<file path="src/design/assert_macros.svh">
// Assertion helpers for the RTL; i2cmbe_seq.sv is the file that includes them.
`ifndef ASSERT_MACROS_SVH
`define ASSERT_MACROS_SVH

`ifndef ASSERT_OFF

// Clocked check that is switched off while reset is asserted (active low).
`define ASSERT_SYNC(lbl, clk, rstn, prop, msg) \
    lbl: assert property (@(posedge clk) disable iff (!(rstn)) prop) else $error(msg);

// Clocked check that also holds during reset.
`define ASSERT_ALWAYS(lbl, clk, prop, msg) \
    lbl: assert property (@(posedge clk) prop) else $error(msg);

`else

`define ASSERT_SYNC(lbl, clk, rstn, prop, msg)
`define ASSERT_ALWAYS(lbl, clk, prop, msg)

`endif

`endif

</file>
<file path="src/design/i2cmbe_pkg.sv">
package i2cmbe_pkg;

    typedef logic [2:0] op_t;

    localparam op_t OP_TICK     = 3'd0;
    localparam op_t OP_START    = 3'd1;
    localparam op_t OP_STOP     = 3'd2;
    localparam op_t OP_WRITE    = 3'd3;
    localparam op_t OP_GET_ACK  = 3'd4;
    localparam op_t OP_READ     = 3'd5;
    localparam op_t OP_SEND_ACK = 3'd6;

    localparam int TDATA_W = 16;
    localparam int TUSER_W = 3;
    localparam int WAIT_W  = 10;
    localparam int BITS_W  = 4;

    // Reset value of the delay unit length, in ticks.
    localparam logic [7:0] TPU_RESET = 8'd1;

    typedef struct packed {
        op_t        operation;
        logic [7:0] write_byte;
        logic       ack_level;
        logic       sda_sample;
    } item_t;

    typedef struct packed {
        logic       scl_level;
        logic       sda_level;
        logic       busy_res;
        logic       done_res;
        logic [7:0] read_data;
        logic       ack_seen;
        logic       command_rejected;
    } result_t;

endpackage

</file>
<file path="src/design/i2cmbe_seq.sv">
`include "assert_macros.svh"

module i2cmbe_seq
    import i2cmbe_pkg::*;
(
    input  logic       aclk,
    input  logic       aresetn,
    input  logic       step_en,
    input  item_t      item,
    input  logic [7:0] ticks_per_unit,
    output result_t    res
);

    typedef enum logic [3:0] {
        PH_IDLE = 4'd0,
        PH_S1   = 4'd1,
        PH_S2   = 4'd2,
        PH_S3   = 4'd3,
        PH_S4   = 4'd4,
        PH_S5   = 4'd5,
        PH_S6   = 4'd6
    } phase_t;

    // Shift amounts for hold lengths of one, two and four units.
    localparam logic [1:0] U1 = 2'd0;
    localparam logic [1:0] U2 = 2'd1;
    localparam logic [1:0] U4 = 2'd2;

    phase_t              phase_reg, phase_next;
    op_t                 cmd_reg, cmd_next;
    logic [BITS_W-1:0]   bits_reg, bits_next;
    logic [WAIT_W-1:0]   wait_reg, wait_next;
    logic [7:0]          shift_reg, shift_next;
    logic                scl_reg, scl_next;
    logic                sda_reg, sda_next;
    logic                ack_reg, ack_next;
    logic [7:0]          rd_reg, rd_next;

    phase_t              ph_v;
    op_t                 cmd_v;
    logic [BITS_W-1:0]   bits_v;
    logic [BITS_W-1:0]   bits_inc;
    logic [7:0]          shift_v;
    logic [WAIT_W-1:0]   wait_dec;
    logic [7:0]          tick_eff;
    logic                is_cmd;
    logic                do_step;
    logic                done;
    logic                rejected;

    function automatic logic [WAIT_W-1:0] hold_ticks(input logic [7:0] t,
                                                     input logic [1:0] sh);
        hold_ticks = {{(WAIT_W-8){1'b0}}, t} << sh;
    endfunction

    assign tick_eff = (ticks_per_unit == 8'd0) ? 8'd1 : ticks_per_unit;
    assign is_cmd   = (item.operation >= OP_START) && (item.operation <= OP_SEND_ACK);
    assign wait_dec = (wait_reg != '0) ? wait_reg - 1'b1 : wait_reg;
    assign bits_inc = bits_v + 1'b1;

    always_comb begin
        phase_next = phase_reg;
        cmd_next   = cmd_reg;
        bits_next  = bits_reg;
        wait_next  = wait_reg;
        shift_next = shift_reg;
        scl_next   = scl_reg;
        sda_next   = sda_reg;
        ack_next   = ack_reg;
        rd_next    = rd_reg;
        ph_v       = phase_reg;
        cmd_v      = cmd_reg;
        bits_v     = bits_reg;
        shift_v    = shift_reg;
        do_step    = 1'b0;
        done       = 1'b0;
        rejected   = 1'b0;

        if (step_en) begin
            if (is_cmd) begin
                if (phase_reg != PH_IDLE) begin
                    rejected = 1'b1;
                end else begin
                    cmd_v  = item.operation;
                    bits_v = '0;
                    case (item.operation)
                        OP_WRITE:    shift_v = item.write_byte;
                        OP_READ:     shift_v = 8'h00;
                        OP_SEND_ACK: shift_v = {7'd0, item.ack_level};
                        default:     shift_v = shift_reg;
                    endcase
                    ph_v       = PH_S1;
                    cmd_next   = cmd_v;
                    bits_next  = bits_v;
                    shift_next = shift_v;
                    do_step    = 1'b1;
                end
            end else if (phase_reg != PH_IDLE) begin
                wait_next = wait_dec;
                do_step   = (wait_dec == '0);
            end
        end

        if (do_step) begin
            // Each step either schedules the next phase or ends the command.
            case (cmd_v)
                OP_START: begin
                    if (ph_v == PH_S1) begin
                        scl_next = 1'b1; sda_next = 1'b1;
                        wait_next = hold_ticks(tick_eff, U2); phase_next = PH_S2;
                    end else if (ph_v == PH_S2) begin
                        sda_next = 1'b0;
                        wait_next = hold_ticks(tick_eff, U2); phase_next = PH_S3;
                    end else begin
                        scl_next = 1'b0; done = 1'b1;
                    end
                end
                OP_STOP: begin
                    if (ph_v == PH_S1) begin
                        scl_next = 1'b0; sda_next = 1'b0;
                        wait_next = hold_ticks(tick_eff, U2); phase_next = PH_S2;
                    end else if (ph_v == PH_S2) begin
                        scl_next = 1'b1;
                        wait_next = hold_ticks(tick_eff, U2); phase_next = PH_S3;
                    end else if (ph_v == PH_S3) begin
                        sda_next = 1'b1;
                        wait_next = hold_ticks(tick_eff, U2); phase_next = PH_S4;
                    end else begin
                        done = 1'b1;
                    end
                end
                OP_WRITE: begin
                    if (ph_v == PH_S1) begin
                        scl_next = 1'b0;
                        wait_next = hold_ticks(tick_eff, U1); phase_next = PH_S2;
                    end else if (ph_v == PH_S2) begin
                        sda_next  = shift_v[3'd7 - bits_v[2:0]];
                        scl_next  = 1'b1;
                        bits_next = bits_inc;
                        wait_next = hold_ticks(tick_eff, U4);
                        phase_next = (bits_inc < BITS_W'(8)) ? PH_S1 : PH_S3;
                    end else if (ph_v == PH_S3) begin
                        scl_next = 1'b0;
                        wait_next = hold_ticks(tick_eff, U1); phase_next = PH_S4;
                    end else begin
                        done = 1'b1;
                    end
                end
                OP_GET_ACK: begin
                    if (ph_v == PH_S1) begin
                        scl_next = 1'b0;
                        wait_next = hold_ticks(tick_eff, U1); phase_next = PH_S2;
                    end else if (ph_v == PH_S2) begin
                        sda_next = 1'b1;
                        wait_next = hold_ticks(tick_eff, U1); phase_next = PH_S3;
                    end else if (ph_v == PH_S3) begin
                        scl_next = 1'b1;
                        wait_next = hold_ticks(tick_eff, U1); phase_next = PH_S4;
                    end else if (ph_v == PH_S4) begin
                        // A NACK ends the command at once with SCL left high.
                        if (!item.sda_sample) begin
                            ack_next = 1'b0; scl_next = 1'b0;
                            wait_next = hold_ticks(tick_eff, U1); phase_next = PH_S5;
                        end else begin
                            ack_next = 1'b1; done = 1'b1;
                        end
                    end else begin
                        done = 1'b1;
                    end
                end
                OP_READ: begin
                    if (ph_v == PH_S1) begin
                        scl_next = 1'b0;
                        wait_next = hold_ticks(tick_eff, U1); phase_next = PH_S2;
                    end else if (ph_v == PH_S2) begin
                        sda_next = 1'b1;
                        wait_next = hold_ticks(tick_eff, U1); phase_next = PH_S3;
                    end else if (ph_v == PH_S3) begin
                        shift_next = {shift_v[6:0], 1'b0};
                        scl_next   = 1'b1;
                        wait_next = hold_ticks(tick_eff, U1); phase_next = PH_S4;
                    end else if (ph_v == PH_S4) begin
                        shift_next = {shift_v[7:1], item.sda_sample};
                        wait_next = hold_ticks(tick_eff, U1); phase_next = PH_S5;
                    end else if (ph_v == PH_S5) begin
                        scl_next  = 1'b0;
                        bits_next = bits_inc;
                        wait_next = hold_ticks(tick_eff, U4);
                        phase_next = (bits_inc < BITS_W'(8)) ? PH_S3 : PH_S6;
                    end else begin
                        rd_next = shift_v; done = 1'b1;
                    end
                end
                OP_SEND_ACK: begin
                    if (ph_v == PH_S1) begin
                        scl_next = 1'b0;
                        wait_next = hold_ticks(tick_eff, U1); phase_next = PH_S2;
                    end else if (ph_v == PH_S2) begin
                        sda_next = shift_v[0];
                        scl_next = 1'b1;
                        wait_next = hold_ticks(tick_eff, U2); phase_next = PH_S3;
                    end else if (ph_v == PH_S3) begin
                        scl_next = 1'b0;
                        wait_next = hold_ticks(tick_eff, U1); phase_next = PH_S4;
                    end else begin
                        done = 1'b1;
                    end
                end
                default: begin
                    done = 1'b1;
                end
            endcase
            if (done) begin
                phase_next = PH_IDLE;
                wait_next  = '0;
            end
        end
    end

    always_ff @(posedge aclk) begin
        if (!aresetn) begin
            phase_reg <= PH_IDLE;
            cmd_reg   <= OP_TICK;
            bits_reg  <= '0;
            wait_reg  <= '0;
            shift_reg <= 8'h00;
            scl_reg   <= 1'b1;
            sda_reg   <= 1'b1;
            ack_reg   <= 1'b1;
            rd_reg    <= 8'h00;
        end else begin
            phase_reg <= phase_next;
            cmd_reg   <= cmd_next;
            bits_reg  <= bits_next;
            wait_reg  <= wait_next;
            shift_reg <= shift_next;
            scl_reg   <= scl_next;
            sda_reg   <= sda_next;
            ack_reg   <= ack_next;
            rd_reg    <= rd_next;
        end
    end

    always_comb begin
        res.scl_level        = scl_next;
        res.sda_level        = sda_next;
        res.busy_res         = (phase_next != PH_IDLE);
        res.done_res         = done;
        res.read_data        = rd_next;
        res.ack_seen         = ack_next;
        res.command_rejected = rejected;
    end

    `ASSERT_SYNC(a_done_idle, aclk, aresetn, (step_en && done) |=> (phase_reg == PH_IDLE), "done without returning to idle")
    `ASSERT_SYNC(a_reject_hold, aclk, aresetn, (step_en && rejected) |=> ($stable(phase_reg) && $stable(wait_reg)), "rejected command changed the sequence")
    `ASSERT_SYNC(a_busy_wait, aclk, aresetn, (phase_reg != PH_IDLE) |-> (wait_reg != '0), "busy with no pending delay")
    `ASSERT_SYNC(a_no_step_hold, aclk, aresetn, !step_en |=> ($stable(phase_reg) && $stable(scl_reg) && $stable(sda_reg)), "state moved without an item")

endmodule

</file>
<file path="src/design/i2c_master_bit_engine_top.sv">
// Channel   Direction  Handshake            Payload
// s_        in         s_tvalid/s_tready    s_tdata: write_byte, ack_level, sda_sample;
//                                           s_tuser: operation
// m_        out        m_tvalid/m_tready    m_tdata: pin levels, busy, done, read byte,
//                                           ack seen, rejected
// cfg_      in         cfg_valid/cfg_ready  cfg_data: ticks_per_unit
//
// Every item, tick or command, produces one result item after acceptance: it passes
// through the input register and then the result register.
// A new item is accepted every cycle while the result side keeps up.
// When m_tready is low the result register holds, the input register fills, then
// s_tready drops; no item is lost. Reset is synchronous and active low and
// releases both pins; the configuration register is always ready.
module i2c_master_bit_engine_top
    import i2cmbe_pkg::*;
(
    input  logic               aclk,
    input  logic               aresetn,
    input  logic               s_tvalid,
    output logic               s_tready,
    // [7:0] write_byte, [8] ack_level, [9] sda_sample, [15:10] zero
    input  logic [TDATA_W-1:0] s_tdata,
    // [2:0] operation
    input  logic [TUSER_W-1:0] s_tuser,
    output logic               m_tvalid,
    input  logic               m_tready,
    // [0] scl_level, [1] sda_level, [2] busy_res, [3] done_res, [11:4] read_data,
    // [12] ack_seen, [13] command_rejected, [15:14] zero
    output logic [TDATA_W-1:0] m_tdata,
    input  logic               cfg_valid,
    output logic               cfg_ready,
    input  logic [7:0]         cfg_data
);

    logic               in_valid_reg, in_valid_next;
    item_t              in_item_reg, in_item_next;
    logic               out_valid_reg, out_valid_next;
    logic [TDATA_W-1:0] out_data_reg, out_data_next;
    logic [7:0]         tpu_reg, tpu_next;
    logic               advance;
    logic               step_en;
    logic               s_accept;
    result_t            res;

    assign advance   = !out_valid_reg || m_tready;
    assign s_tready  = !in_valid_reg || advance;
    assign s_accept  = s_tvalid && s_tready;
    assign step_en   = in_valid_reg && advance;
    assign cfg_ready = 1'b1;

    always_comb begin
        in_valid_next = in_valid_reg;
        in_item_next  = in_item_reg;
        if (s_accept) begin
            in_valid_next           = 1'b1;
            in_item_next.operation  = s_tuser[2:0];
            in_item_next.write_byte = s_tdata[7:0];
            in_item_next.ack_level  = s_tdata[8];
            in_item_next.sda_sample = s_tdata[9];
        end else if (step_en) begin
            in_valid_next = 1'b0;
        end

        out_valid_next = out_valid_reg;
        out_data_next  = out_data_reg;
        if (step_en) begin
            out_valid_next = 1'b1;
            out_data_next  = {2'b00, res.command_rejected, res.ack_seen, res.read_data,
                              res.done_res, res.busy_res, res.sda_level, res.scl_level};
        end else if (m_tready) begin
            out_valid_next = 1'b0;
        end

        tpu_next = (cfg_valid && cfg_ready) ? cfg_data : tpu_reg;
    end

    always_ff @(posedge aclk) begin
        if (!aresetn) begin
            in_valid_reg  <= 1'b0;
            out_valid_reg <= 1'b0;
            tpu_reg       <= TPU_RESET;
        end else begin
            in_valid_reg  <= in_valid_next;
            out_valid_reg <= out_valid_next;
            tpu_reg       <= tpu_next;
        end
        in_item_reg  <= in_item_next;
        out_data_reg <= out_data_next;
    end

    i2cmbe_seq u_seq (
        .aclk           (aclk),
        .aresetn        (aresetn),
        .step_en        (step_en),
        .item           (in_item_reg),
        .ticks_per_unit (tpu_reg),
        .res            (res)
    );

    assign m_tvalid = out_valid_reg;
    assign m_tdata  = out_data_reg;

endmodule

</file>
<file path="config.mk">
export PLATFORM = sky130hd
export DESIGN_NAME = i2c_master_bit_engine_top
export DESIGN_NICKNAME = d
export VERILOG_FILES = /design/src/design/i2cmbe_pkg.sv /design/src/design/i2cmbe_seq.sv /design/src/design/i2c_master_bit_engine_top.sv
export VERILOG_INCLUDE_DIRS = /design/src /design/src/design
export SDC_FILE = /design/constraint.sdc
export NUM_CORES = 1
export LEC_CHECK = 0
export BUFFER_PORTS_ARGS = -buffer_cell sky130_fd_sc_hd__buf_4
export CORE_MARGIN = 2
export CORE_UTILIZATION = 39
export CTS_CLUSTER_DIAMETER = 80
export DETAILED_ROUTE_END_ITERATION = 10
export GPL_TIMING_DRIVEN = 0
export HOLD_SLACK_MARGIN = 0.15
export PLACE_DENSITY_LB_ADDON = 0.15
export SLEW_MARGIN = 40
export SYNTH_ARGS = -nofsm -noshare
export SYNTH_HDL_FRONTEND = slang
export SYNTH_SLANG_ARGS = --single-unit
</file>
<file path="constraint.sdc">
create_clock -name aclk -period 3.3 [get_ports aclk]
set_clock_uncertainty 0.05 [all_clocks]
set_input_delay 0.495 -clock aclk [delete_from_list [all_inputs] [get_ports aclk]]
set_output_delay 0.495 -clock aclk [all_outputs]
set_load 0.03 [all_outputs]
</file>
==> impl_metrics.py <==
metrics = {
    "die": {
        "design.core.area_sq_um": 13200,
        "ios": 51,
        "dieArea_sq_um": 14300,
        "die_y_um": 120,
        "initial_core_util": 0.396,
        "row_count": 42,
        "dieWidth_um": 120,
    },
    "clock_network": {
        "htreeDepth": 3,
        "cts.clk_slew.worst_paths_ns": 0.07,
        "clockBufferDepth": 2,
        "cts_hold_buf": 0,
        "cts_buffers": 9,
        "cts_tree": "built",
        "cts_root_buf": "clkbuf_16",
        "clk_latency_ns": 0.35,
        "cts_sinks": 77,
    },
    "global_routing": {
        "grt_max_degree": 15,
        "grt_pass1_wl_mm": 28.0,
        "first_global_vias": 4874,
        "antenna_found_initial": 0,
        "gr-total-overflow": 0,
        "grt_use_total": 0.253,
    },
    "drt": {
        "final_antenna_net_count": 0,
        "wl_per_cell_um": 20.8,
        "dr.pass1.iters": 5,
        "wirelength_mm": 17.8,
        "dr.first_iter.drc_count": 510,
        "vias": 5293,
        "via_per_inst": 6.17,
        "drcViolationCount": 0,
    },
    "flow_run": {
        "maxCapViolCount": 0,
    },
    "critical_path": {
        "setup.worst_path.class": "register to register",
        "critPathRequiredTime_ns": 3.47,
        "end_kind": "register",
        "start_kind": "register",
        "r2r-start": "u_seq.phase_reg[0]$_SDFF_PN0_",
        "crit_fanout": 8,
        "worstPathArrival_ns": 3.41,
        "cp-startpoint": "u_seq.phase_reg[0]$_SDFF_PN0_",
    },
    "pwr": {
        "intPower_mw": 1.75,
        "switching_share": 0.291,
        "leakagePower_nw": 2.32,
        "p_per_area_nw_per_um2": 383,
        "p_seq_frac": 0.417,
        "clkPwrFrac": 0.409,
        "vdd_ir_drop_max_v": 0.000318,
        "pwr-share-comb": 0.174,
        "p_sw_mw": 0.719,
    },
    "timing": {
        "setup_viol": 0,
        "maxSlewHeadroom": 0.406,
        "min_period_ns": 3.24,
        "hold_violations": 0,
        "max_slew.worst_pin.slew_ns": 0.883,
        "period_share": 0.982,
        "clock.fmax_mhz": 309,
        "holdWs_ns": 0.263,
        "final.setup.tns_ns": 0,
        "final_max_slew_viol_count": 0,
    },
    "cells_and_area": {
        "nets": 711,
        "multi_input_area_sq_um": 3440,
        "seqCellArea_sq_um": 1820,
        "fillers": 1263,
        "instances_no_fill": 858,
        "largest_register_ffs": 14,
        "syn2layout_area_growth_pct": 23.4,
        "drive_gt1_frac": 0.227,
        "antennaDiodeCount": 0,
        "final_area_sq_um": 6450,
        "fin_util": 0.489,
    },
    "synth": {
        "syn_inst": 617,
        "synth_top_area_share": 0.192,
        "yosysWarningCount": 0,
        "yosys_register_bits": 77,
        "avgSynthCellArea_sq_um": 8.47,
        "yosysSeqAreaShare": 0.347,
        "synthDistinctLibCells": 87,
        "synth_edf_count": 27,
        "yosysMostFrequentCell": "nor2_1",
        "synth_area_leaders": "dfxtp_1 19%, edfxtp_1 16%, nor2_1 4.3%",
        "syn-cell-area_sq_um": 5230,
        "yosys.area.top_type": "dfxtp_1",
        "netlist_top_cells_count": "60 x nor2_1, 51 x nand2_1, 50 x dfxtp_1",
        "async_reset_ff_frac": 0,
        "synthFlopType": "dfxtp_1",
    },
    "place": {
        "place_area_sq_um": 5770,
        "gp_congestion": 0.941,
        "portBuffers": 40,
        "hpwl_mm": 13.1,
        "placedCellCount": 834,
    },
    "status": {
        "status": "finished clean",
    },
    "worst_hold_path": {
        "min_path_type": "input port to register",
        "holdCritStartpoint": "s_tuser[0]",
    },
}
## layer usage
metal  routed length (um)  GRT usage  up-vias
met5                    0          0        -
li1                     -          -     2483
met3                 1190     0.0399       41
met4                  541      0.109        0
met1                 8180      0.360     2532
met2                 7930      0.381      237
## critical path: stages (launching register included)
cell	delay (ns)
dfxtp_1	0.29
buf_2	0.18
nor4_4	0.54
buf_4	0.23
a41oi_1	0.18
a211oi_4	0.47
o21ai_0	0.23
a21oi_1	0.30
nor2b_1	0.08
a2111oi_1	0.42
o21ai_0	0.13
## timing repair
| item | in CTS | in global routing |
|---|---|---|
| setup buffers | 6 | 7 |
| resized for setup | 28 | 45 |
| pin swaps | 2 | 8 |
| setup endpoints to repair | 43 | 41 |
## path summary, 6_finish.rpt
kind | end | slack [ns] | cells past startpoint
hold / removal | in_item_reg[10]$_DFFE_PP_ | 0.26 | 1
setup reg to reg | u_seq.wait_reg[4]$_SDFF_PN0_ | 0.06 | 10
setup / recovery | u_seq.wait_reg[4]$_SDFF_PN0_ | 0.06 | 10
hold reg to reg | u_seq.rd_reg[7]$_SDFF_PN0_ | 0.42 | 2
## cells by family (layout without fill, tap and decap cells)
family          after synthesis  in the layout  synth area share
flops                        77             77             0.347
compound gates              209            209             0.292
xor+xnor                      8              8            0.0134
fa+ha+maj                     2              2           0.00479
mux                          28             28            0.0565
other cells                   2              3           0.00144
simple gates                229            229             0.235
buf+inv                      62            126            0.0505
## through the flow
| step | setup WS, ns | power [mW] |
|---|---|---|
| after detailed placement | -0.696 | 1.42 |
| after global placement | -0.691 | 1.42 |
| after floorplan | 0.0619 | 1.29 |
| after CTS | -0.0609 | 2.45 |
| final | 0.0599 | 2.47 |
| after global routing | -0.0561 | 2.56 |
## layout by cell type, fill, tap and decap left out, drive strengths merged, types with 4 or more instances in the layout
master and instances:
a2111oi 6, a211oi 9, a21oi 34, a221oi 4, a22o 5, a31o 4, a31oi 15, a41oi 9
and2 26, buf 63, clkbuf 43, clkinv 6, dfxtp 50, edfxtp 27, inv 13, mux2 9
mux2i 19, nand2 51, nand2b 6, nand3 10, nand3b 4, nand4 5, nor2 60, nor2b 9
nor3 17, nor3b 6, nor4 11, o211ai 7, o21ai 42, o21bai 4, o22ai 14, o2bb2ai 7
o31a 4, o31ai 5, o41ai 5, or2 5, or3 7, xnor2 6
## power by group through the flow
stage	registers [mW]	logic [mW]	clock network (mW)
after CTS	1.03	0.392	1.03
final	1.03	0.430	1.01
after global placement	1.05	0.368	0
after global routing	1.03	0.459	1.07
after detailed placement	1.05	0.369	0
after floorplan	1.06	0.229	0
## cell type report
| cell class | instances | share of cell area |
|---|---|---|
| Inverter | 15 | 0.00873 |
| Buffer | 42 | 0.0312 |
| Tap cell | 176 | 0.0341 |
| Clock inverter | 5 | 0.00951 |
| Multi-Input combinational cell | 479 | 0.533 |
| Clock buffer | 11 | 0.0361 |
| Timing Repair Buffer | 53 | 0.0656 |
| Sequential cell | 77 | 0.282 |
(Power assumes the default switching activity.)
